File: config.mk
export PLATFORM = sky130hd
export DESIGN_NAME = caf_ctrl
export DESIGN_NICKNAME = d
export VERILOG_FILES = /design/src/sv/caf_pkg.sv /design/src/sv/caf_ctrl.sv
export SDC_FILE = /design/constraint.sdc
export NUM_CORES = 1
export LEC_CHECK = 0
export BUFFER_PORTS_ARGS = -buffer_cell sky130_fd_sc_hd__buf_2
export CAP_MARGIN = 20
export CORE_AREA = 4 4 41 43
export CTS_CLUSTER_SIZE = 12
export DETAILED_ROUTE_END_ITERATION = 6
export DIE_AREA = 0 0 45 47
export GPL_ROUTABILITY_DRIVEN = 0
export REMOVE_ABC_BUFFERS = 1
export SLEW_MARGIN = 20
export SYNTH_ARGS = -nofsm -noshare
export SYNTH_HDL_FRONTEND = slang
export SYNTH_SLANG_ARGS = --single-unit
File: constraint.sdc
create_clock -name i_clk -period 2.48 [get_ports i_clk]
set_clock_uncertainty 0.2 [all_clocks]
set_input_delay 0.372 -clock i_clk [delete_from_list [all_inputs] [get_ports i_clk]]
set_output_delay 0.372 -clock i_clk [all_outputs]
set_load 0.005 [all_outputs]
File: src/sv/caf_pkg.sv
// ============================================================================
// caf_pkg
// Shared types and constants of the complementary attitude filter.
// ============================================================================
package caf_pkg;

    // CORDIC lane widths: x/y hold the grown vector, z holds the Q.24 angle.
    localparam int XW = 20;
    localparam int ZW = 28;

    // Configuration port
    localparam int CFG_IDX_W  = 2;
    localparam int CFG_DATA_W = 16;

    localparam logic [CFG_IDX_W-1:0] CFG_BLEND_WEIGHT = 2'd0;
    localparam logic [CFG_IDX_W-1:0] CFG_STEP_TIME    = 2'd1;

    localparam logic [15:0] BLEND_WEIGHT_RST = 16'd64225;
    localparam logic [15:0] STEP_TIME_RST    = 16'd164;

    localparam logic signed [ZW-1:0] PI_Q24 = 28'sd52707179;

    // Datapath commands issued by the controller
    typedef struct packed {
        logic load;
        logic iter;
        logic round;
        logic pred;
        logic mul;
        logic commit;
    } t_dp_cmd;

    // Datapath status returned to the controller
    typedef struct packed {
        logic last_step;
    } t_dp_stat;

    // atan(2^-i) in Q.24, rounded to nearest
    function automatic logic signed [ZW-1:0] atan_q24(input logic [4:0] idx);
        logic signed [ZW-1:0] v;
        unique case (idx)
            5'd0:    v = 28'sd13176795;
            5'd1:    v = 28'sd7778716;
            5'd2:    v = 28'sd4110060;
            5'd3:    v = 28'sd2086331;
            5'd4:    v = 28'sd1047214;
            5'd5:    v = 28'sd524117;
            5'd6:    v = 28'sd262123;
            5'd7:    v = 28'sd131069;
            5'd8:    v = 28'sd65536;
            5'd9:    v = 28'sd32768;
            5'd10:   v = 28'sd16384;
            5'd11:   v = 28'sd8192;
            5'd12:   v = 28'sd4096;
            5'd13:   v = 28'sd2048;
            5'd14:   v = 28'sd1024;
            5'd15:   v = 28'sd512;
            5'd16:   v = 28'sd256;
            5'd17:   v = 28'sd128;
            5'd18:   v = 28'sd64;
            5'd19:   v = 28'sd32;
            5'd20:   v = 28'sd16;
            5'd21:   v = 28'sd8;
            5'd22:   v = 28'sd4;
            5'd23:   v = 28'sd2;
            default: v = '0;
        endcase
        return v;
    endfunction

endpackage

File: src/sv/caf_ctrl.sv
// ============================================================================
// caf_ctrl
// Sequencer: load, CORDIC iterations, rounding, blend stages, commit.
// ============================================================================
module caf_ctrl
    import caf_pkg::*;
(
    input  logic     i_clk,
    input  logic     i_rst_n,
    input  logic     i_in_valid,
    output logic     o_in_ready,
    output logic     o_out_valid,
    input  logic     i_out_ready,
    output t_dp_cmd  o_cmd,
    input  t_dp_stat i_stat
);

    typedef enum logic [5:0] {
        S_IDLE  = 6'b000001,
        S_ITER  = 6'b000010,
        S_ROUND = 6'b000100,
        S_PRED  = 6'b001000,
        S_MUL   = 6'b010000,
        S_DONE  = 6'b100000
    } t_state;

    t_state r_state, n_state;
    logic   r_out_valid, n_out_valid;

    assign o_in_ready  = (r_state == S_IDLE);
    assign o_out_valid = r_out_valid;

    always_comb begin
        o_cmd        = '0;
        o_cmd.load   = i_in_valid && (r_state == S_IDLE);
        o_cmd.iter   = (r_state == S_ITER);
        o_cmd.round  = (r_state == S_ROUND);
        o_cmd.pred   = (r_state == S_PRED);
        o_cmd.mul    = (r_state == S_MUL);
        o_cmd.commit = (r_state == S_DONE) && (!r_out_valid || i_out_ready);
    end

    always_comb begin
        n_state = r_state;
        unique case (r_state)
            S_IDLE:  if (i_in_valid) n_state = S_ITER;
            S_ITER:  if (i_stat.last_step) n_state = S_ROUND;
            S_ROUND: n_state = S_PRED;
            S_PRED:  n_state = S_MUL;
            S_MUL:   n_state = S_DONE;
            S_DONE:  if (o_cmd.commit) n_state = S_IDLE;
            default: n_state = S_IDLE;
        endcase
    end

    always_comb begin
        n_out_valid = r_out_valid;
        if (o_cmd.commit) begin
            n_out_valid = 1'b1;
        end else if (i_out_ready) begin
            n_out_valid = 1'b0;
        end
    end

    always_ff @(posedge i_clk) begin
        if (!i_rst_n) begin
            r_state     <= S_IDLE;
            r_out_valid <= 1'b0;
        end else begin
            r_state     <= n_state;
            r_out_valid <= n_out_valid;
        end
    end

endmodule

Yosys cells after proc, flatten, opt, wreduce, memory -nomap -nowiden
Cells that the tools add are included.

operators by class
  div/mod/pow operators = 0
  $lt $le $gt $ge = 0
  multiply operators = 0
  mux-type cells = 6
  add/subtract/negate cells = 0
  equal/unequal tests = 9
  shifts and indexed selects = 0
  reductions and logical operators = 6
  bitwise gates (word level) = 0

operator list
  kind                                                                     count
  6-bit case mux with 6 select lines                                       1
  6-bit 2-to-1 mux                                                         3
  6-bit by 1-bit == test with 1-bit output, second input constant          1
  6-bit by 2-bit == test with 1-bit output, second input constant          1
  6-bit by 3-bit == test with 1-bit output, second input constant          1
  6-bit by 4-bit == test with 1-bit output, second input constant          1
  6-bit by 5-bit == test with 1-bit output, second input constant          1
  6-bit == test, second input constant                                     1
  2-bit inequality test, second input constant                             2
  3-bit AND reduction                                                      1
  1-bit logical AND                                                        2
  1-bit 2-to-1 mux                                                         2
  2-bit by 1-bit inequality test with 1-bit output, second input constant  1
  2-bit nonzero test                                                       1
  1-bit zero test                                                          1
  1-bit logical OR                                                         1

word-level totals
  memories = 0
  logic and storage cells = 23
  memory bits (read-only) = 0
  bits in writable memories = 0
  input bits = 5
  bits in latches = 0
  output and inout port bits = 8
  bits in registers = 7

Depth between registers and ports, before layout
Gate-level depths: netlist (run 1).

  depth after elaboration = 5
  depth in mapped cells = 5
  depth with buffers taken out = 4

Worst setup path before layout (run 1)
No wires, ideal clock.

  kind = reg2out
  start point = register r_state[4]
  end point = output port o_cmd[4] in the netlist's numbering
  cell stages (with the launch flop) = 5
  data arrival time = 1.307 ns
  buffers on the path = 1
  path slack = 0.601 ns
  required time = 1.908 ns
  cell sequence = dfxtp_1 -> buf_6 -> or4b_1 -> or3_4 -> inv_1

RTL lines
  item                    RTL line        RTL
  start, declared         caf_ctrl.sv:27  t_state r_state, n_state;
  start signal, assigned  caf_ctrl.sv:70  r_state <= n_state;
  end, declared           caf_ctrl.sv:14  output t_dp_cmd o_cmd,

==> results of run 1 <==
-- sequential cells by signal, indices dropped and copies added (netlist names) --
signal       flops
r_state          6
o_out_valid      1
-- placed cells by master (no fill, tap or decap), types with 2 or more instances in the layout --
master and n:
o21bai_1 2, clkbuf_4 3, dfxtp_1 7, inv_1 3, buf_2 12, nor3_1 5, nor2b_1 3, nand3_1 2
nor2_1 4
-- kinds of logic (layout without fill, tap and decap cells) --
kind of cell	count (synthesis)	count (layout)
AOI/OAI and AO/OA	11	11
xor gates and xnor gates	1	1
buffers and inverters	5	19
DFF	7	7
and+or+nand+nor	23	23
-- cells in the mapped netlist --
| master | n | area share |
|---|---|---|
| or2_2 | 1 | 0.015 |
| or4b_1 | 1 | 0.024 |
| nor2b_1 | 3 | 0.045 |
| nor2_1 | 4 | 0.036 |
| xor2_1 | 1 | 0.021 |
| or4_1 | 1 | 0.018 |
| buf_4 | 1 | 0.018 |
| or4b_4 | 1 | 0.033 |
| o41ai_2 | 1 | 0.039 |
| and2_1 | 1 | 0.015 |
| nor3b_1 | 1 | 0.018 |
| nand3_1 | 2 | 0.024 |
| or3_4 | 1 | 0.027 |
| nor3_1 | 5 | 0.059 |
| a21oi_1 | 1 | 0.012 |
| a21boi_0 | 1 | 0.018 |
| or2b_2 | 1 | 0.021 |
| o21ai_0 | 1 | 0.012 |
| o21bai_1 | 2 | 0.036 |
| buf_6 | 1 | 0.027 |
| nand4b_1 | 1 | 0.021 |
| o211ai_1 | 1 | 0.018 |
| o22a_2 | 1 | 0.024 |
| o21a_1 | 1 | 0.018 |
| inv_1 | 3 | 0.027 |
| o22ai_2 | 1 | 0.030 |
| a211oi_1 | 1 | 0.018 |
| dfxtp_1 | 7 | 0.33 |
-- critical path: stages, from the launching register on --
cell	delay (ns)
dfxtp_1	0.44
or4b_1	0.49
or3_4	0.37
inv_1	0.06
buf_2	0.10
-- through the flow --
step	hold slack, ns	setup slack, ns	util	cell area [sq um]	instances
after CTS	0.159	0.196	0.390	508	76
after floorplan	0.290	0.617	-	403	45
final	0.172	0.201	0.390	508	76
after global placement	0.365	0.490	0.370	482	72
after detailed placement	0.371	0.494	0.370	482	72
after global routing	0.179	0.114	0.390	508	76
-- power by group through the flow --
| stage | Combinational (W) | Sequential (W) | Clock [W] |
|---|---|---|---|
| after floorplan | 0.0000483 | 0.000132 | 0 |
| after global placement | 0.0000687 | 0.000135 | 0 |
| after detailed placement | 0.0000678 | 0.000135 | 0 |
| after CTS | 0.0000679 | 0.000133 | 0.000108 |
| after global routing | 0.0000761 | 0.000135 | 0.000116 |
| final | 0.0000671 | 0.000133 | 0.000101 |
-- cell type report --
cell class	instances	area (sq um)	area share
well taps	15	18.8	0.0369
multi-input cells	35	251	0.495
clock buffers	4	26.3	0.0517
flip-flops and latches	7	140	0.276
repair buffers	12	60.1	0.118
inverters	3	11.3	0.0222
-- layer usage --
metal | global-route usage | up-vias | part of all wire
met3 | 0.0230 | 0 | 0.061
met2 | 0.127 | 11 | 0.44
li1 | - | 200 | -
met1 | 0.130 | 165 | 0.49
met5 | 0 | - | 0
met4 | 0.0702 | 0 | 0
-- worst paths after layout --
path                                              start  cells past startpoint                      end  slack [ns]
worst max-delay path            r_state[1]$_SDFFE_PN0P_                      4                 o_cmd[4]        0.20
worst min-delay path                            i_rst_n                      2  r_state[1]$_SDFFE_PN0P_        0.17
worst max register to register  r_state[1]$_SDFFE_PN0P_                      4  r_state[0]$_SDFFE_PN1P_        0.56
worst min register to register  r_state[2]$_SDFFE_PN0P_                      2  r_state[3]$_SDFFE_PN0P_        0.37
==> out/qor.csv, run 1 <==
metric,value,unit
status,finished clean,
p_sw_frac,0.273,
p_int,0.000219,W
yosys_register_bits,7,
synthMuxAreaShare,0,
p_total,0.000302,W
fin_nets,67,
grt_usage,0.0949,
min_period_over_period,0.919,
clockBufferDepth,2,
grt_max_degree,9,
netlist_instances,47,
fillers,142,
fin_crit,2.28,ns
routed_wl,830,um
clkPwrFrac,0.336,
grt_pass1_vias,326,
via_count,376,
synth_top_family_by_area,simple AND/OR/NAND/NOR gates,
vias_per_cell,4.95,
p_leak,0.237,nW
synth_xor_area_frac,0.0208,
syn-cell-area,422,sq um
synthAdderAreaFrac,0,
coreArea,0.00130,sq mm
setup_viol,0,
cp.arrival,1.71,ns
power_frac_seq,0.441,
avgSynthCellArea,8.97,sq um
fp.dieW,45,um
vdd_drop_max,0.315,mV
rsz0062_at_grt,no,
dp_hpwl,665,um
postCtsSetupRepairBufs,0,
worstPathRequired,1.91,ns
crit_type,flip-flop to output port,
antenna_found_initial,0,
hold_path_class,input port to flip-flop,
initial_utilization,0.324,
ioPinCount,13,
ant_nets,0,
post_cts_resized,0,
start_kind,flip-flop,
yosys.area_share.simple,0.353,
finalSetupTns,0,ns
cts_made_buffers,3,
drive_above_1_share,0.361,
hold_viol,0,
timing.final.max_slew_violations,0,
cts_root_buf,clkbuf_4,
relSlewSlack,0.677,
die_h,47,um
cts_tree,done,
crit_fanout,7,
diodes,0,
end_kind,output port,
clock.fmax,0.439,GHz
clk_latency,0.25,ns
clk_pin_slew,0.05,ns
yosysSeqAreaShare,0.332,
synth.distinct_cells,28,
die-area,0.00212,sq mm
rows,13,
portBuffers,12,
power_frac_comb,0.223,
max-cap-violations,0,
grt_pass1_wl,1.42,mm
worst_pin_slew,0.479,ns
drt_iter0_drc,2,
yosysWarnings,0,
p_per_area,594,mW/mm^2
drc,0,
grt_overflow,0,
clkSinkCount,7,
wire_per_inst,10.9,um
p_sw,0.0000822,W
area_delta_synth_final,20.5,%
dr.pass1.iters,2,
htree_levels,1,
synth-compound-area-share,0.223,
cts_hold_buf,0,
Power figures use the tool's default switching activity.
==> inputs of run 2 (changes only) <==
- CORE_AREA: 4 4 41 43 -> 3 3 40 42
- DIE_AREA: 0 0 45 47 -> 0 0 43 45
==> run 2 against run 1 <==
  * Flip-flop and latch count stayed put
  * Final area unchanged
  * Critical path depth is the same
  * Via count grew 2.4%
  * Register-to-register slack improved by 0.02 ns
  * Count of clock-buffer cells in the layout unchanged
  * Wire length up 3.6%
  * Worst hold slack improved by 0.0032 ns
  * Sequential power is essentially flat
  * Cell count unchanged
  * Critical endpoint unchanged
  * Largest cell class unchanged
==> out/qor.csv, run 2 (synthesis gave the netlist of run 1 again) <==
metric,value,unit
clock.fmax,0.439,GHz
antenna_found_initial,0,
whs,0.175,ns
final_common_cell,buf_2,
diodes,0,
grt_usage,0.0983,
crit_fanout,7,
wl_met2,376,um
setup_viol,0,
initial_utilization,0.328,
via_count,385,
startpoint,r_state[3]$_SDFFE_PN0P_,
rsz0062_at_grt,no,
rows,13,
min_period_over_period,0.919,
ioPinCount,13,
start_kind,flip-flop,
max-cap-violations,0,
cts_hold_buf,0,
fin_crit,2.28,ns
reg2reg_from,r_state[3]$_SDFFE_PN0P_,
timing.final.max_slew_violations,0,
met3_length,48,um
finalSetupTns,0,ns
ant_nets,0,
crit_type,flip-flop to output port,
area_delta_synth_final,20.5,%
worstPathRequired,1.91,ns
worstPathCellList,or4b_1 > or3_4 > inv_1 > buf_2,
postCtsSetupRepairBufs,0,
relSlewSlack,0.665,
die-area,0.00194,sq mm
reg2reg_to,r_state[0]$_SDFFE_PN1P_,
wire_per_inst,11.3,um
grt_max_degree,9,
largest_reg_flops,6,
grt_pass1_wl,1.35,mm
clkSinkCount,7,
hold_viol,0,
top_layer_used,met4,
cp.arrival,1.71,ns
cts_tree,done,
p_per_area,598,mW/mm^2
die_h,45,um
worst_pin_slew,0.497,ns
drt_iter0_drc,9,
cts_made_buffers,3,
htree_levels,1,
cp_slowest_stage_delay,0.55,ns
hold_depth,2,
reg2regPathDepth,4,
routed_wl,860,um
fin_nets,67,
drive_above_1_share,0.361,
coreArea,0.00128,sq mm
fillers,133,
cts_root_buf,clkbuf_4,
top_register,r_state,
grt_overflow,0,
vdd_drop_max,0.257,mV
path_delay_family,simple AND/OR/NAND/NOR gates,
dp_hpwl,657,um
post_cts_resized,0,
hold_end,r_state[1]$_SDFFE_PN0P_,
hold_path_class,input port to flip-flop,
fp.dieW,43,um
min-delay-start,i_rst_n,
clk_latency,0.25,ns
path_buf_inv,2,
m1WireLength,424,um
clk_pin_slew,0.05,ns
reg2reg_slack,0.58,ns
p_leak,0.237,nW
slowest_stage,or4b_1,
grt_pass1_vias,344,
clockBufferDepth,2,
portBuffers,12,
vias_per_cell,5.07,
drc,0,
status,finished clean,
end_kind,output port,
layout_common_cells,"buf_2 (12), dfxtp_1 (7), nor3_1 (5), nor2_1 (4)",
dr.pass1.iters,2,
==> run 2: cell counts in the layout (fill, tap and decap cells not counted) <==
Identical to the previous run, type by type.
==> run 2: through the flow <==
step                instances   util  area [sq um]  setup WS, ns  power [W]
floorplan                  45      -           403         0.617   0.000180
global placement           72  0.375           482         0.486   0.000204
detailed placement         72  0.375           482         0.481   0.000203
CTS                        76  0.395           508         0.201   0.000308
global route               76  0.395           508         0.103   0.000322
finish                     76  0.395           508         0.202   0.000304
==> run 2: worst register-to-register path, cell delays in order, from the launching register on <==
cell and delay (ns):
dfxtp_1 0.37, or4b_1 0.55, or3_4 0.38, o22ai_2 0.20
o21bai_1 0.10
==> run 2: layout make-up <==
cell class	instances	area (sq um)	area share
Timing Repair Buffer	12	60.1	0.118
Inverter	3	11.3	0.0222
Multi-Input combinational cell	35	251	0.495
Clock buffer	4	26.3	0.0517
Tap cell	15	18.8	0.0369
Sequential cell	7	140	0.276
==> run 2: worst max-delay path by stage <==
| stage | cells past startpoint | to |
|---|---|---|
| 2_1_floorplan | 3 | o_cmd[4] |
| 5_1_grt | 4 | o_cmd[5] |
| 6_report | 4 | o_cmd[4] |
| 3_5_place_dp | 4 | o_cmd[5] |
| 3_3_place_gp | 4 | o_cmd[5] |
| 4_1_cts | 4 | o_cmd[4] |
==> run 2: power breakdown <==
group	leakage, nW	internal (W)	switching (W)	total, W
clock	0.0150	0.0000614	0.0000417	0.000103
sequential	0.0570	0.000120	0.0000120	0.000132
combinational	0.165	0.0000377	0.0000308	0.0000685
==> run 2: layer usage <==
metal / vias to the layer above / track usage
met1: 175 / 0.111
li1: 198 / -
met2: 10 / 0.141
met3: 2 / 0.0279
met4: 0 / 0.108
met5: - / 0
